[src/rtl/core/ffha_pkg.sv]
// ffha_pkg: shared types and codes of the first-fit heap allocator
// no dependencies
`timescale 1ns / 1ps

package ffha_pkg;

  localparam logic [1:0] FLAG_NONE = 2'd0;
  localparam logic [1:0] FLAG_FREE = 2'd1;
  localparam logic [1:0] FLAG_USED = 2'd2;

  localparam logic [1:0] ST_OK      = 2'd0;
  localparam logic [1:0] ST_NOFIT   = 2'd1;
  localparam logic [1:0] ST_NOBLOCK = 2'd2;

  localparam logic OP_ALLOC = 1'b0;
  localparam logic OP_FREE  = 1'b1;

  typedef enum logic [3:0] {
    S_CLEAR, S_IDLE, S_DISP, S_A_RD, S_A_CHK, S_A_SPLIT, S_H_RD, S_H_CHK,
    S_F_RD, S_F_CHK, S_F_NXRD, S_F_NXCHK, S_F_MRG, S_F_CLR, S_DONE
  } ctl_state_t;

  typedef enum logic [4:0] {
    CMD_NONE, CMD_CLR, CMD_START, CMD_RD, CMD_A_STEP, CMD_A_TAKE, CMD_A_SPLIT,
    CMD_A_NOFIT, CMD_H_STEP, CMD_H_SET, CMD_F_STEP, CMD_F_FOUND, CMD_F_RDNX,
    CMD_F_ABSORB, CMD_F_MERGE, CMD_F_CLRCUR, CMD_F_MARK, CMD_F_NOBLK, CMD_EMIT
  } dp_cmd_t;

  typedef struct packed {
    logic clr_done;
    logic is_free_op;
    logic at_end;
    logic fit;
    logic split;
    logic is_hint;
    logic rd_free;
    logic found;
    logic nx_end;
    logic prev_free;
  } dp_stat_t;

endpackage

[src/rtl/core/ffha_ctrl.sv]
// ffha_ctrl: sequencing state machine of the allocator
// depends on ffha_pkg
`timescale 1ns / 1ps

module ffha_ctrl (
  input  logic               clk,
  input  logic               rst_n,
  input  logic               in_tvalid,
  output logic               in_tready,
  output logic               out_tvalid,
  input  logic               out_tready,
  input  ffha_pkg::dp_stat_t stat,
  output ffha_pkg::dp_cmd_t  cmd
);
  import ffha_pkg::*;

  ctl_state_t state_r, state_nxt;
  logic       out_valid_r, out_valid_nxt;

  always_ff @(posedge clk) begin
    if (!rst_n) begin
      state_r     <= S_CLEAR;
      out_valid_r <= 1'b0;
    end else begin
      state_r     <= state_nxt;
      out_valid_r <= out_valid_nxt;
    end
  end

  always_comb begin
    state_nxt = state_r;
    cmd       = CMD_NONE;
    in_tready = 1'b0;
    case (state_r)
      S_CLEAR: begin
        if (stat.clr_done) state_nxt = S_IDLE;
        else cmd = CMD_CLR;
      end
      S_IDLE: begin
        in_tready = 1'b1;
        if (in_tvalid) begin
          cmd       = CMD_START;
          state_nxt = S_DISP;
        end
      end
      S_DISP: state_nxt = stat.is_free_op ? S_F_RD : S_A_RD;
      S_A_RD: begin
        if (stat.at_end) begin
          cmd       = CMD_A_NOFIT;
          state_nxt = S_DONE;
        end else begin
          cmd       = CMD_RD;
          state_nxt = S_A_CHK;
        end
      end
      S_A_CHK: begin
        if (stat.fit) begin
          cmd = CMD_A_TAKE;
          if (stat.split) state_nxt = S_A_SPLIT;
          else if (stat.is_hint) state_nxt = S_H_RD;
          else state_nxt = S_DONE;
        end else begin
          cmd       = CMD_A_STEP;
          state_nxt = S_A_RD;
        end
      end
      S_A_SPLIT: begin
        cmd       = CMD_A_SPLIT;
        state_nxt = S_DONE;
      end
      S_H_RD: begin
        if (stat.at_end) begin
          cmd       = CMD_H_SET;
          state_nxt = S_DONE;
        end else begin
          cmd       = CMD_RD;
          state_nxt = S_H_CHK;
        end
      end
      S_H_CHK: begin
        if (stat.rd_free) begin
          cmd       = CMD_H_SET;
          state_nxt = S_DONE;
        end else begin
          cmd       = CMD_H_STEP;
          state_nxt = S_H_RD;
        end
      end
      S_F_RD: begin
        if (stat.at_end) begin
          cmd       = CMD_F_NOBLK;
          state_nxt = S_DONE;
        end else begin
          cmd       = CMD_RD;
          state_nxt = S_F_CHK;
        end
      end
      S_F_CHK: begin
        if (stat.found) begin
          cmd       = CMD_F_FOUND;
          state_nxt = S_F_NXRD;
        end else begin
          cmd       = CMD_F_STEP;
          state_nxt = S_F_RD;
        end
      end
      S_F_NXRD: begin
        if (stat.nx_end) state_nxt = S_F_MRG;
        else begin
          cmd       = CMD_F_RDNX;
          state_nxt = S_F_NXCHK;
        end
      end
      S_F_NXCHK: begin
        if (stat.rd_free) cmd = CMD_F_ABSORB;
        state_nxt = S_F_MRG;
      end
      S_F_MRG: begin
        if (stat.prev_free) begin
          cmd       = CMD_F_MERGE;
          state_nxt = S_F_CLR;
        end else begin
          cmd       = CMD_F_MARK;
          state_nxt = S_DONE;
        end
      end
      S_F_CLR: begin
        cmd       = CMD_F_CLRCUR;
        state_nxt = S_DONE;
      end
      S_DONE: begin
        if (!out_valid_r || out_tready) begin
          cmd       = CMD_EMIT;
          state_nxt = S_IDLE;
        end
      end
      default: state_nxt = S_IDLE;
    endcase
  end

  always_comb begin
    out_valid_nxt = out_valid_r;
    if (cmd == CMD_EMIT) out_valid_nxt = 1'b1;
    else if (out_tready) out_valid_nxt = 1'b0;
  end

  assign out_tvalid = out_valid_r;

endmodule

[config.mk]
export PLATFORM = sky130hd
export DESIGN_NAME = ffha_ctrl
export DESIGN_NICKNAME = d
export VERILOG_FILES = /design/src/rtl/core/ffha_pkg.sv /design/src/rtl/core/ffha_ctrl.sv
export SDC_FILE = /design/constraint.sdc
export NUM_CORES = 1
export LEC_CHECK = 0
export BUFFER_PORTS_ARGS = -buffer_cell sky130_fd_sc_hd__clkbuf_2
export CORE_MARGIN = 2
export CORE_UTILIZATION = 50
export CTS_CLUSTER_SIZE = 10
export DETAILED_ROUTE_END_ITERATION = 8
export PLACE_DENSITY = 0.86
export SETUP_SLACK_MARGIN = 0.4
export SLEW_MARGIN = 20
export SYNTH_ARGS = -nofsm -noshare
export SYNTH_HDL_FRONTEND = slang
export SYNTH_SLANG_ARGS = --single-unit
export TNS_END_PERCENT = 30
[constraint.sdc]
create_clock -name clk -period 1.45 [get_ports clk]
set_input_delay 0.145 -clock clk [delete_from_list [all_inputs] [get_ports clk]]
set_output_delay 0.145 -clock clk [all_outputs]
set_load 0.005 [all_outputs]
# ---- Word-level counts from Yosys, hierarchy flattened
# Cells that the tools add are included.
# W data, S select, Z words.
dict set report totals {
  output_inout_bits 7
  elab_cells 57
  regBits 5
  input_bits 14
}
dict set report classes {
  n_mux 31
  n_eq_ne 18
  reduce_logical 6
}
# cell count
set ops {}
lappend ops {{$pmux W5 S14} 1}
lappend ops {{$pmux W4 S14} 1}
lappend ops {{$mux W4} 13}
lappend ops {{$eq A4 B4 Y1 const B} 7}
lappend ops {{$eq A4 B3 Y1 const B} 4}
lappend ops {{$mux W5} 3}
lappend ops {{$mux W3} 3}
lappend ops {{$eq A4 B2 Y1 const B} 2}
lappend ops {{$mux W1} 7}
lappend ops {{$mux W2} 3}
lappend ops {{$ne A2 B2 Y1 const B} 3}
lappend ops {{$eq A5 B5 Y1 const B} 1}
lappend ops {{$eq A4 B1 Y1 const B} 1}
lappend ops {{$logic_not A4 Y1} 1}
lappend ops {{$reduce_and A3 Y1} 1}
lappend ops {{$reduce_bool A2 Y1} 1}
lappend ops {{$reduce_or A2 Y1} 1}
lappend ops {{$logic_not A1 Y1} 1}
lappend ops {{$logic_or A1 B1 Y1} 1}

# ---- Depth between registers and ports, before layout
dict set report logic_depth {
  depth_word 6
  ltp_mapped 6
  ltp_nobuf 4
}

# ---- Worst setup path after synthesis
# OpenSTA, ideal clock, no wires.
dict set report synth_timing {
  path_type {flip-flop to flip-flop}
  startpoint {register state_r[1]}
  endpoint {register state_r[1]}
  path_slack_ns 0.165
  stages_incl_launch_ff 5
  path_buffers 0
  setup_time_ns 0.079
  required_time_ns 1.371
  synth_period_minus_slack_ns 1.285
  t_arrival_ns 1.206
  path_cell_list {dfxtp_1 > or3b_1 > a211oi_2 > a221oi_1 > a211oi_2}
}
dict set report synth_between {
  elab_chain_cells 3
  word_cells_on_any_way 21
  cone_classes {eq/ne: 17; mux: 1; reduce/logical: 3}
}
# item line_no
set synth_lines {}
lappend synth_lines {{from (decl)} ffha_ctrl.sv:17} ;# ctl_state_t state_r, state_nxt;
lappend synth_lines {{from (signal assigned)} ffha_ctrl.sv:25} ;# state_r <= state_nxt;
lappend synth_lines {{$eq A4 B4 Y1, or another cell as far along} ffha_ctrl.sv:34} ;# case (state_r)
lappend synth_lines {{$reduce_or A2 Y1 (no source line) or $ne A2 B2 Y1 (tied branches)} -}
lappend synth_lines {{$pmux W4 S14 or $reduce_and A3 Y1 (tied branches)} -}
# Parallel ways exist; a longest one is shown, timed or not.
# A chain may end at the register's enable or synchronous reset.

# ---- Final worst setup path
dict set report layout_timing {
  startpoint {register state_r[1]}
  endpoint {output cmd[2]}
}
dict set report layout_between {
  elab_chain_cells 2
  word_cells_on_any_way 15
  cone_classes {eq/ne: 13; mux: 1; reduce/logical: 1}
}
# item line_no
set layout_lines {}
lappend layout_lines {{$eq A4 B4 Y1, or another cell as far along} ffha_ctrl.sv:34}
lappend layout_lines {{$pmux W5 S14 (*)} ffha_ctrl.sv:34}
lappend layout_lines {{to (decl)} ffha_ctrl.sv:13} ;# output ffha_pkg::dp_cmd_t cmd
# Every way passes the cells marked *; elsewhere a longest branch is shown, timed or not.

==> flow_summary.toml <==
[outcome]
status = "complete, but fails checks"
violations = "negative setup slack"

[worst_setup_path]
end_kind = "output pin"
crit_required_ns = 1.31
startpoint_type = "flop"
crit_type = "reg -> out"
crit_arrival_ns = 1.54
critPathMaxFanout = 7

[die]
dieWidth_um = 43.93
num_rows = 14
die-area_mm2 = 0.001929
initial_core_util = 0.5291
io_pins = 21
die_h_um = 43.93
coreArea_mm2 = 0.001506

[pwr]
power_density_mw_per_mm2 = 948.1
leakage_uw = 0.0004807
power.total_uw = 1094
irDropWorstVdd_uv = 649.8

[clocking]
clockBufferDepth = 2
h-tree-depth = 1
clk_pin_slew_ns = 0.05
clock-sinks = 5
clock-root-buffer = "clkbuf_4"
cts_tree = "built"
cts-buffers-inserted = 3
ctsHoldBuffers = 0
clk_latency_ns = 0.26

[global_route]
grt_max_degree = 13
grt_pass1_wl_um = 4526
overflow = 0
grt_antenna_before_repair = 0
grt_usage = 0.3130
grt_pass1_vias = 983

[detailed_routing]
routed_wl_um = 2949
routed_via_density = 6.699
ant_nets = 0
drc_errors = 0
wire_per_inst_um = 17.77
dr.pass1.iters = 6
first_iter_violations = 61
vias = 1112

[synth]
ys_ff_latch = 5
synth_area_um2 = 797.0
avgSynthCellArea_um2 = 6.642
synthFlopType = "dfxtp_1"
synthCells = 120
synth_edf_count = 0
yosysSeqAreaShare = 0.1256
ys_types = 41
yosysWarnings = 0
async_flop_share = 0
synth_nets = 134

[final_layout]
syn_to_final_growth_pct = 44.74
final_area_mm2 = 0.001154
nets = 165
fill_cells = 109
antennaDiodeCount = 0
drive_gt1_frac = 0.4333

[hold_path]
hold_class = "in -> reg"

[place]
portBuffers = 20
gp_congestion = 0.9594
placed_area_um2 = 992.2
dp_hpwl_um = 1912

[sta]
fmax_ghz = 0.5951
worst_pin_slew_ns = 0.3228
drv_slew = 0
timing.final.ws_setup_ns = -0.2303
hold_ws_ns = 0.1297
clock_skew_ns = 0.002486
setup_viol = 7
rsz0062_at_grt = "yes"
period_share = 1.159
hold_viol = 0
layout_min_cycle_time_ns = 1.680
timing.slew.headroom = 0.7828

[run]
maxCapViolations = 0
[placed cells by master (no fill, tap or decap), types with 3 or more instances in the layout]
cell       n
nand2b_4   4
nor2b_2    4
nor2_1    13
inv_1      3
a31oi_1    3
o21ai_0    7
a21oi_1   10
nand2_1    6
nand3b_1   3
buf_4     15
o21ai_1    3
nand2b_1   6
clkbuf_2  19
clkbuf_4   3
[state kept, by name, summed over array words and instances (netlist names)]
name,count
out_tvalid,1
state_r,4
[cell usage after synthesis (all sizes together), types with 2 or more instances]
cell type | count | area share
a211oi | 3 | 0.041
a21oi | 10 | 0.063
a31oi | 3 | 0.024
buf | 10 | 0.071
clkbuf | 2 | 0.0094
dfxtp | 5 | 0.13
inv | 4 | 0.019
nand2 | 7 | 0.033
nand2b | 10 | 0.078
nand3 | 2 | 0.013
nand3b | 3 | 0.028
nor2 | 14 | 0.066
nor2b | 6 | 0.047
nor3 | 3 | 0.019
nor4 | 2 | 0.016
o211ai | 2 | 0.019
o21ai | 10 | 0.063
o221ai | 2 | 0.022
o22ai | 2 | 0.016
or3b | 2 | 0.022
[power breakdown]
group	switching [uW]	total, uW	internal, uW
sequential	28.2	187	158
clock	76.7	182	105
combinational	359	725	366
total	464	1090	630
[final cells by class]
cell class | instances | area [um2] | area share
Multi-Input combinational cell | 99 | 705.7 | 0.6117
Timing Repair Buffer | 38 | 276.5 | 0.2397
Sequential cell | 5 | 110.1 | 0.09544
Clock buffer | 4 | 26.28 | 0.02278
Tap cell | 16 | 20.02 | 0.01735
Inverter | 4 | 15.01 | 0.01302
[per-stage QoR]
| stage | worst slack, ns | std cells | TNS [ns] | utilization |
|---|---|---|---|---|
| global route | -0.2327 | 166 | -1.173 | 0.7658 |
| detailed placement | 0.01760 | 157 | 0 | 0.6586 |
| floorplan | 0.2260 | 120 | 0 | - |
| global placement | 0.02282 | 157 | 0 | 0.6586 |
| CTS | -0.1325 | 165 | -0.4579 | 0.7492 |
| finish | -0.2303 | 166 | -0.9113 | 0.7658 |
[routing by layer]
layer	track usage	wire [um]	up-vias
met4	0.1333	122	0
met1	0.4211	1178	500
li1	-	-	509
met5	0	0	-
met2	0.5000	1347	89
met3	0.03750	300	14
[final timing paths]
check	startpoint	end	slack [ns]	cells past startpoint
hold / removal	rst_n	state_r[0]	0.13	2
setup / recovery	state_r[1]	cmd[2]	-0.23	5
hold reg to reg	out_tvalid	out_tvalid	0.73	3
setup reg to reg	state_r[1]	state_r[0]	-0.10	6
[critical path, stage by stage (launching register included)]
cell,delay [ns]
dfxtp_4,0.39
and2b_1,0.23
a22oi_2,0.25
o22a_1,0.19
o21ai_0,0.09
clkbuf_2,0.12
[kinds of logic after synthesis]
group | Yosys count | share of synthesized area
buffers and inverters | 16 | 0.09889
AOI/OAI and AO/OA | 46 | 0.4113
and+or+nand+nor | 52 | 0.3517
muxes | 1 | 0.01256
DFF | 5 | 0.1256
[what timing repair did]
action | CTS | global route
pin swaps | 5 | 0
resized for setup | 16 | 6
cloned | 1 | 0
endpoints found under the setup margin | 10 | 10
setup buffers | 3 | 1
Power figures use the tool's default switching activity.
